--- src/rtl/hbsa_pkg.sv ---
package hbsa_pkg;

  localparam int unsigned MaxSlots = 32768;
  localparam int unsigned BinBits  = 32;
  localparam int unsigned LeafBins = (MaxSlots + BinBits - 1) / BinBits;
  localparam int unsigned MidBins  = (LeafBins + BinBits - 1) / BinBits;
  localparam int unsigned SlotW    = 15;
  localparam int unsigned TotW     = 16;
  localparam int unsigned BinW     = 10;
  localparam int unsigned MidW     = 5;
  localparam int unsigned BitW     = 5;
  localparam int unsigned MidCntW  = 11;
  localparam int unsigned PopW     = 6;

  typedef enum logic [1:0] {
    MODE_USE   = 2'd0,
    MODE_FREE  = 2'd1,
    MODE_QUERY = 2'd2
  } mode_e;

  typedef enum logic [3:0] {
    S_CLEAR,
    S_IDLE,
    S_UPD,
    S_SCAN,
    S_FREE_RD,
    S_FREE_GET,
    S_USED_RD,
    S_USED_GET,
    S_NTH_RD,
    S_NTH_CHK,
    S_NTH_SEL,
    S_DONE
  } state_e;

  typedef enum logic [3:0] {
    OP_NOP,
    OP_CLEAR,
    OP_LOAD,
    OP_UPD,
    OP_SCAN,
    OP_FREE_RD,
    OP_FREE_GET,
    OP_USED_RD,
    OP_USED_GET,
    OP_NTH_RD,
    OP_NTH_CHK,
    OP_NTH_SEL
  } op_e;

  typedef struct packed {
    op_e op;
  } cmd_t;

  typedef struct packed {
    logic cfg_wr;
    logic clr_last;
    logic scan_last;
    logic nth_want;
    logic nth_hit;
    logic k_zero;
  } status_t;

endpackage

--- src/rtl/hbsa_ctrl.sv ---
module hbsa_ctrl (
  input  logic              clk_i,
  input  logic              rst_ni,
  input  logic              start,
  input  hbsa_pkg::status_t status_i,
  output hbsa_pkg::cmd_t    cmd_o,
  output logic              busy,
  output logic              done_o
);

  hbsa_pkg::state_e state_q, state_d;

  always_ff @(posedge clk_i or negedge rst_ni) begin
    if (!rst_ni) begin
      state_q <= hbsa_pkg::S_CLEAR;
    end else begin
      state_q <= state_d;
    end
  end

  always_comb begin
    state_d   = state_q;
    cmd_o.op  = hbsa_pkg::OP_NOP;
    done_o    = 1'b0;
    unique case (state_q)
      hbsa_pkg::S_CLEAR: begin
        cmd_o.op = hbsa_pkg::OP_CLEAR;
        if (status_i.clr_last) state_d = hbsa_pkg::S_IDLE;
      end
      hbsa_pkg::S_IDLE: begin
        if (start) begin
          cmd_o.op = hbsa_pkg::OP_LOAD;
          state_d  = hbsa_pkg::S_UPD;
        end
      end
      hbsa_pkg::S_UPD: begin
        cmd_o.op = hbsa_pkg::OP_UPD;
        state_d  = hbsa_pkg::S_SCAN;
      end
      hbsa_pkg::S_SCAN: begin
        cmd_o.op = hbsa_pkg::OP_SCAN;
        if (status_i.scan_last) state_d = hbsa_pkg::S_FREE_RD;
      end
      hbsa_pkg::S_FREE_RD: begin
        cmd_o.op = hbsa_pkg::OP_FREE_RD;
        state_d  = hbsa_pkg::S_FREE_GET;
      end
      hbsa_pkg::S_FREE_GET: begin
        cmd_o.op = hbsa_pkg::OP_FREE_GET;
        state_d  = hbsa_pkg::S_USED_RD;
      end
      hbsa_pkg::S_USED_RD: begin
        cmd_o.op = hbsa_pkg::OP_USED_RD;
        state_d  = hbsa_pkg::S_USED_GET;
      end
      hbsa_pkg::S_USED_GET: begin
        cmd_o.op = hbsa_pkg::OP_USED_GET;
        state_d  = status_i.nth_want ? hbsa_pkg::S_NTH_RD : hbsa_pkg::S_DONE;
      end
      hbsa_pkg::S_NTH_RD: begin
        cmd_o.op = hbsa_pkg::OP_NTH_RD;
        state_d  = hbsa_pkg::S_NTH_CHK;
      end
      hbsa_pkg::S_NTH_CHK: begin
        cmd_o.op = hbsa_pkg::OP_NTH_CHK;
        state_d  = status_i.nth_hit ? hbsa_pkg::S_NTH_SEL : hbsa_pkg::S_NTH_RD;
      end
      hbsa_pkg::S_NTH_SEL: begin
        cmd_o.op = hbsa_pkg::OP_NTH_SEL;
        if (status_i.k_zero) state_d = hbsa_pkg::S_DONE;
      end
      hbsa_pkg::S_DONE: begin
        done_o  = 1'b1;
        state_d = hbsa_pkg::S_IDLE;
      end
      default: state_d = hbsa_pkg::S_CLEAR;
    endcase
    // a num_slots write restarts the clearing pass
    if (status_i.cfg_wr) state_d = hbsa_pkg::S_CLEAR;
  end

  assign busy = (state_q != hbsa_pkg::S_IDLE);

endmodule

--- config.mk ---
export PLATFORM = sky130hd
export DESIGN_NAME = hbsa_ctrl
export DESIGN_NICKNAME = d
export VERILOG_FILES = /design/src/rtl/hbsa_pkg.sv /design/src/rtl/hbsa_ctrl.sv
export SDC_FILE = /design/constraint.sdc
export NUM_CORES = 1
export LEC_CHECK = 0
export ABC_AREA = 1
export BUFFER_PORTS_ARGS = -buffer_cell sky130_fd_sc_hd__buf_2
export CAP_MARGIN = 20
export CORE_AREA = 2 2 39 41
export CTS_CLUSTER_DIAMETER = 50
export CTS_CLUSTER_SIZE = 40
export DETAILED_ROUTE_END_ITERATION = 8
export DIE_AREA = 0 0 41 43
export PLACE_DENSITY = 0.48
export SLEW_MARGIN = 20
export SYNTH_ARGS = -nofsm -noshare
export SYNTH_HDL_FRONTEND = slang
export SYNTH_SLANG_ARGS = --single-unit
--- constraint.sdc ---
create_clock -name clk_i -period 3.3 [get_ports clk_i]
set_clock_uncertainty 0.15 [all_clocks]
set_input_delay 0.165 -clock clk_i [delete_from_list [all_inputs] [get_ports clk_i]]
set_output_delay 0.165 -clock clk_i [all_outputs]
set_load 0.005 [all_outputs]
==> impl_metrics.json, run 1 <==
{
  "outcome": "finished clean",
  "rrSetupSlack_ns": 1.84,
  "final-hold-violation-count": 0,
  "p_leak_nw": 0.2929,
  "overflow": 0,
  "drv_slew": 0,
  "start_util": 0.2703,
  "seq_area_frac_synth": 0.2676,
  "met1_usage": 0.1721,
  "antenna_found_initial": 0,
  "synth_most_common_cell": "nand2_1",
  "hold_path_class": "in -> async",
  "layout_min_cycle_time_ns": 1.710,
  "max_stage_delay_ns": 0.41,
  "coreArea_mm2": 0.001384,
  "synth.area.top_cells": "dfrtp_1 27%, nand2_1 13%, inv_1 11%",
  "wire_per_inst_um": 9.626,
  "pwr-share-seq": 0.292,
  "p_sw_frac": 0.4560,
  "ys_top_cells_by_count": "13 x nand2_1, 11 x inv_1, 11 x nor2_1",
  "cts_buffers": 3,
  "pin_count": 15,
  "syn_avg_cell_area_um2": 5.845,
  "synth_cells": 64,
  "crit_arrival_ns": 1.40,
  "setup_tns_ns": 0,
  "clkPwrFrac": 0.202,
  "largest-register": "state_q",
  "p_int_uw": 165.5,
  "synth_area_um2": 374.1,
  "worstReg2RegStart": "state_q[0]$_DFFE_PN0P_",
  "critPathLaunchType": "flop",
  "worstSkewPairLatency_ns": 0.23,
  "cp.required_ns": 2.98,
  "dieArea_mm2": 0.001763,
  "worstPathCellList": "nor2_1 > nand2_1 > o211ai_1 > buf_2",
  "power_uw": 304.3,
  "design_area_um2": 506.7,
  "die_x_um": 41,
  "synth_flop_cell": "dfrtp_1",
  "power_density_mw_per_mm2": 600.5,
  "clock-sinks": 4,
  "ant_nets": 0,
  "rsz0062_at_grt": "no",
  "die_h_um": 43,
  "drv_cap": 0,
  "reg2reg_to": "state_q[2]$_DFFE_PN0P_",
  "rows": 14,
  "firstDrtPassIters": 2,
  "final_nets": 94,
  "grtUsageTotal": 0.1269,
  "cts_tree": "built",
  "grt_pass1_wl_um": 1497,
  "cts-htree-levels": 1,
  "syn_to_final_growth_pct": 35.45,
  "cts_setup_buffers": 0,
  "synth_top_cell_by_area": "dfrtp_1",
  "clk_pin_slew_ns": 0.04,
  "largest_registers": "state_q x4",
  "gp_congestion": 0.7227,
  "drt_iter0_drc": 4,
  "whs_ns": 0.1142,
  "path_max_fanout": 6,
  "io_buffers": 14,
  "path_class": "reg -> out",
  "critPathSlowestCell": "dfrtp_1",
  "yosysTopAreaCellShare": 0.2676,
  "synth-seq-cells": 4,
  "synth-edff-count": 0,
  "drc": 0,
  "slew_headroom": 0.7679,
  "tightest_slew_ns": 0.3469,
  "min_period_over_period": 0.5183,
  "root_buffer": "clkbuf_4",
  "endpoint_kind": "output port",
  "p_comb_frac": 0.505,
  "grt_start_max_net_pins": 8,
  "grtUsageMet3": 0.06283,
  "grt_use_met2": 0.1813,
  "ys_warn_count": 0,
  "via_per_inst": 4.515,
  "power_switching_uw": 138.8,
  "placed_cell_area_um2": 464.2,
  "async_flop_share": 1.000,
  "final-setup-viol-count": 0,
  "finalWirelength_um": 953,
  "ff2ff_path_depth": 6,
  "synth_nets": 73,
  "layout-drive-gt1-share": 0.2771,
  "grt_pass1_vias": 366,
  "via_count": 447,
  "peakVddDrop_mv": 0.1927,
  "busiest_layer": "met2",
  "fmax_mhz": 584.6,
  "diodes": 0,
  "clockBufferDepth": 2,
  "largest_reg_flops": 4,
  "dpl.hpwl_um": 761.7,
  "post-route-util": 0.3662,
  "synth_cell_types": 16
}
worst max-delay path: cells and delay by family, from the launching register on:
kind                   cells  cell delay, ns
AO/OA/AOI/OAI              1            0.16
buffers and inverters      1            0.13
flip-flops                 1            0.41
AND/OR/NAND/NOR            2            0.45
power by group through the flow:
stage                     Sequential, mW  Clock, mW  Combinational, mW
after floorplan                   0.0803          0              0.109
after global routing              0.0910     0.0677              0.176
after detailed placement          0.0893          0              0.153
final                             0.0889     0.0615              0.154
after CTS                         0.0889     0.0644              0.156
after global placement            0.0909          0              0.155
per-layer routing:
layer | part of all wire | vias up
met1 | 0.49 | 196
met4 | 0 | 0
met2 | 0.47 | 7
met5 | 0 | -
met3 | 0.033 | 0
li1 | - | 244
cells by family (layout without fill, tap and decap cells):
kind of cell	after synthesis	in the layout	synth area share
AND/OR/NAND/NOR	36	36	0.4415
buffers and inverters	14	33	0.1405
AO/OA/AOI/OAI	10	10	0.1505
flip-flops	4	4	0.2676
final cells by class:
cell class                 count  area, um2
tap                           16      20.02
inverter                      14      52.55
clock buffer                   3      22.52
fill                         178      877.1
sequential                     4      100.1
timing repair buffer          16      90.09
multi-input combinational     46      221.5
cell usage in the layout (no fill, tap or decap), types with 2 or more instances in the layout:
| master | synthesis | final |
|---|---|---|
| a21oi_1 | 3 | 3 |
| buf_2 | 0 | 14 |
| clkbuf_4 | 0 | 3 |
| dfrtp_1 | 4 | 4 |
| dlygate4sd3_1 | 0 | 2 |
| inv_1 | 11 | 11 |
| inv_2 | 3 | 3 |
| nand2_1 | 13 | 13 |
| nand3_1 | 5 | 5 |
| nand3b_1 | 2 | 2 |
| nor2_1 | 11 | 11 |
| nor2_2 | 2 | 2 |
| o211ai_1 | 2 | 2 |
| o21ai_0 | 3 | 3 |
stage by stage:
stage,instances,worst slack [ns]
finish,99,1.590
global route,99,1.451
CTS,99,1.554
detailed placement,94,1.810
global placement,94,1.829
floorplan,64,1.988
timing repair:
action / 4_1_cts / 5_1_grt
resized for setup: 0 / 0
hold endpoints to repair: 5 / 0
hold buffers: 2 / 0
worst max path at each step:
stage	from	to	cells past startpoint
after floorplan	state_q[3]$_DFFE_PN0P_	state_q[2]$_DFFE_PN0P_	5
after global placement	state_q[1]$_DFFE_PN0P_	state_q[2]$_DFFE_PN0P_	6
after detailed placement	state_q[3]$_DFFE_PN0P_	cmd_o[1]	4
after CTS	state_q[3]$_DFFE_PN0P_	cmd_o[1]	4
after global routing	state_q[3]$_DFFE_PN0P_	cmd_o[3]	7
final	state_q[3]$_DFFE_PN0P_	cmd_o[1]	4
Note: power is estimated with default switching activity, not from simulation.
==> run 2: changes to the inputs <==
Settings changed: ABC_AREA 1 to 0, PLACE_DENSITY 0.48 to 0.49.
Clock period 3.3 ns to 1.55 ns, I/O delays scaled along.
==> run 2 against run 1 <==
Net effect:
- cell area grew 11%
- synthesized cell count fell by 38%
- utilization grew 4.0 points
- via count down 18%
- first-iteration DRC count decreased by 75%
- total power rose by 62%
- critical path depth down 1
- combinational power rose by 42%
- sequential share of layout area down 1.0 points
- synthesized area is 2.3% lower
- critical path type unchanged
==> impl_metrics.json, run 2 <==
{
  "outcome": "finished clean",
  "final_common_cell": "buf_2",
  "clockBufferDepth": 2,
  "path_class": "reg -> out",
  "busiest_layer": "met2",
  "syn_to_final_growth_pct": 53.77,
  "coreArea_mm2": 0.001384,
  "clock-sinks": 4,
  "most-common-layout-cells": "14 x buf_2, 8 x buf_4, 5 x nand2_1, 4 x dfrtp_2, 3 x clkbuf_4",
  "drv_slew": 0,
  "ant_nets": 0,
  "setup_tns_ns": 0,
  "synth_area_um2": 365.4,
  "pin_count": 15,
  "yosysTopAreaCellShare": 0.2740,
  "cts-htree-levels": 1,
  "drv_cap": 0,
  "path_max_fanout": 2,
  "post-route-util": 0.4060,
  "power_density_mw_per_mm2": 878.0,
  "grt_start_max_net_pins": 10,
  "stdcell_count": 80,
  "synth_most_common_cell": "nand2_1",
  "n_fill_cell": 149,
  "via_count": 367,
  "firstDrtPassIters": 2,
  "cts_tree": "built",
  "rrSetupSlack_ns": 0.06,
  "min_period_over_period": 0.9774,
  "synth_nets": 49,
  "placed_cell_area_um2": 447.9,
  "peakVddDrop_mv": 0.2995,
  "grtUsageMet3": 0.03141,
  "drt_iter0_drc": 1,
  "worstSkewPairLatency_ns": 0.23,
  "cp.required_ns": 1.32,
  "crit_arrival_ns": 1.29,
  "grtUsageTotal": 0.1266,
  "largest_reg_flops": 4,
  "via_per_inst": 4.588,
  "start_util": 0.2640,
  "clk_pin_slew_ns": 0.04,
  "grt_pass1_vias": 369,
  "slew_headroom": 0.8119,
  "synth-edff-count": 0,
  "diodes": 0,
  "gp_congestion": 0.7386,
  "async_flop_share": 1.000,
  "p_leak_nw": 0.2553,
  "final-setup-viol-count": 0,
  "drc": 0,
  "overflow": 0,
  "ys_warn_count": 0,
  "wire_per_inst_um": 11.38,
  "io_buffers": 14,
  "grt_use_met2": 0.1844,
  "die_h_um": 43,
  "dp.cells": 70,
  "synth_top_cell_by_area": "dfrtp_1",
  "final-hold-violation-count": 0,
  "root_buffer": "clkbuf_4",
  "ff2ff_path_depth": 5,
  "ys_top_cells_by_count": "5 x nand2_1, 4 x dfrtp_1",
  "layout_min_cycle_time_ns": 1.515,
  "final_nets": 75,
  "synth_flop_cell": "dfrtp_1",
  "fmax_mhz": 660.1,
  "tightest_slew_ns": 0.2792,
  "seq_area_frac_synth": 0.2740,
  "hold_path_class": "in -> async",
  "layout-drive-gt1-share": 0.6250,
  "die_x_um": 41,
  "largest_registers": "state_q x4",
  "critPathLaunchType": "flop",
  "antenna_found_initial": 0,
  "endpoint_kind": "output port",
  "dpl.hpwl_um": 653.6,
  "synth-seq-cells": 4,
  "rsz0062_at_grt": "yes",
  "whs_ns": 0.03395,
  "design_area_um2": 561.8,
  "dieArea_mm2": 0.001763,
  "reg2reg_to": "state_q[1]$_DFFE_PN0P_",
  "rows": 14,
  "synth.area.top_cells": "dfrtp_1 27%, buf_6 6.2%, mux2i_1 5.5%",
  "syn_avg_cell_area_um2": 9.134,
  "worstReg2RegStart": "state_q[3]$_DFFE_PN0P_",
  "met1_usage": 0.1774,
  "synth_cells": 40,
  "cts_buffers": 3,
  "grt_pass1_wl_um": 1538,
  "synth_cell_types": 26,
  "largest-register": "state_q",
  "finalWirelength_um": 910
}
run 2: layout make-up:
class / instances / area (um2) / share of cell area
multi-input combinational: 33 / 264.0 / 0.4699
timing repair buffer: 24 / 150.1 / 0.2673
tap: 16 / 20.02 / 0.03563
clock buffer: 3 / 22.52 / 0.04009
sequential: 4 / 105.1 / 0.1871
run 2: per-layer routing:
layer	up-vias	wire (um)
li1	190	-
met1	168	474
met2	9	396
met3	0	38
met4	0	0
met5	-	0
run 2: through the flow:
step	setup WS (ns)	total power [mW]
4_1_cts	0.006919	0.4745
3_3_place_gp	0.08806	0.3364
5_1_grt	-0.01916	0.5369
6_report	0.03510	0.4933
2_1_floorplan	0.2285	0.2758
3_5_place_dp	0.1199	0.3327
run 2: where the power goes:
part	internal, mW	switching, mW	leakage [nW]
clock network	0.0863	0.0375	0.0138
logic	0.127	0.0921	0.193
registers	0.123	0.0277	0.0481
run 2: kinds of logic (layout without fill, tap and decap cells):
family                 count (synthesis)  in the layout  synth area share
AO/OA/AOI/OAI                         10             10            0.2363
XOR/XNOR                               1              1           0.02398
buffers and inverters                  3             27           0.08220
flip-flops                             4              4            0.2740
multiplexers                           2              2           0.05480
AND/OR/NAND/NOR                       20             20            0.3288
run 2: worst max path at each step:
stage          cells past startpoint  slack, ns              startpoint                     end
2_1_floorplan                      5       0.23  state_q[3]$_DFFE_PN0P_  state_q[0]$_DFFE_PN0P_
3_3_place_gp                       4       0.09  state_q[0]$_DFFE_PN0P_  state_q[0]$_DFFE_PN0P_
3_5_place_dp                       4       0.12  state_q[3]$_DFFE_PN0P_  state_q[1]$_DFFE_PN0P_
4_1_cts                            3      0.007  state_q[2]$_DFFE_PN0P_                cmd_o[1]
5_1_grt                            3      -0.02  state_q[3]$_DFFE_PN0P_                cmd_o[1]
6_report                           3       0.04  state_q[3]$_DFFE_PN0P_                cmd_o[1]
run 2: repair_timing:
| action | 4_1_cts | 5_1_grt |
|---|---|---|
| cloned | 0 | 0 |
| hold buffers | 2 | 0 |
| endpoints found under the setup margin | 2 | 7 |
| resized for setup | 4 | 5 |
| setup buffers | 3 | 2 |
| hold endpoints to repair | 6 | 0 |
| pin swaps | 0 | 2 |
run 2: worst max-delay path, cell delays in order (launching register included):
cell,delay [ns]
dfrtp_2,0.40
o31a_2,0.34
o211a_1,0.20
buf_2,0.12
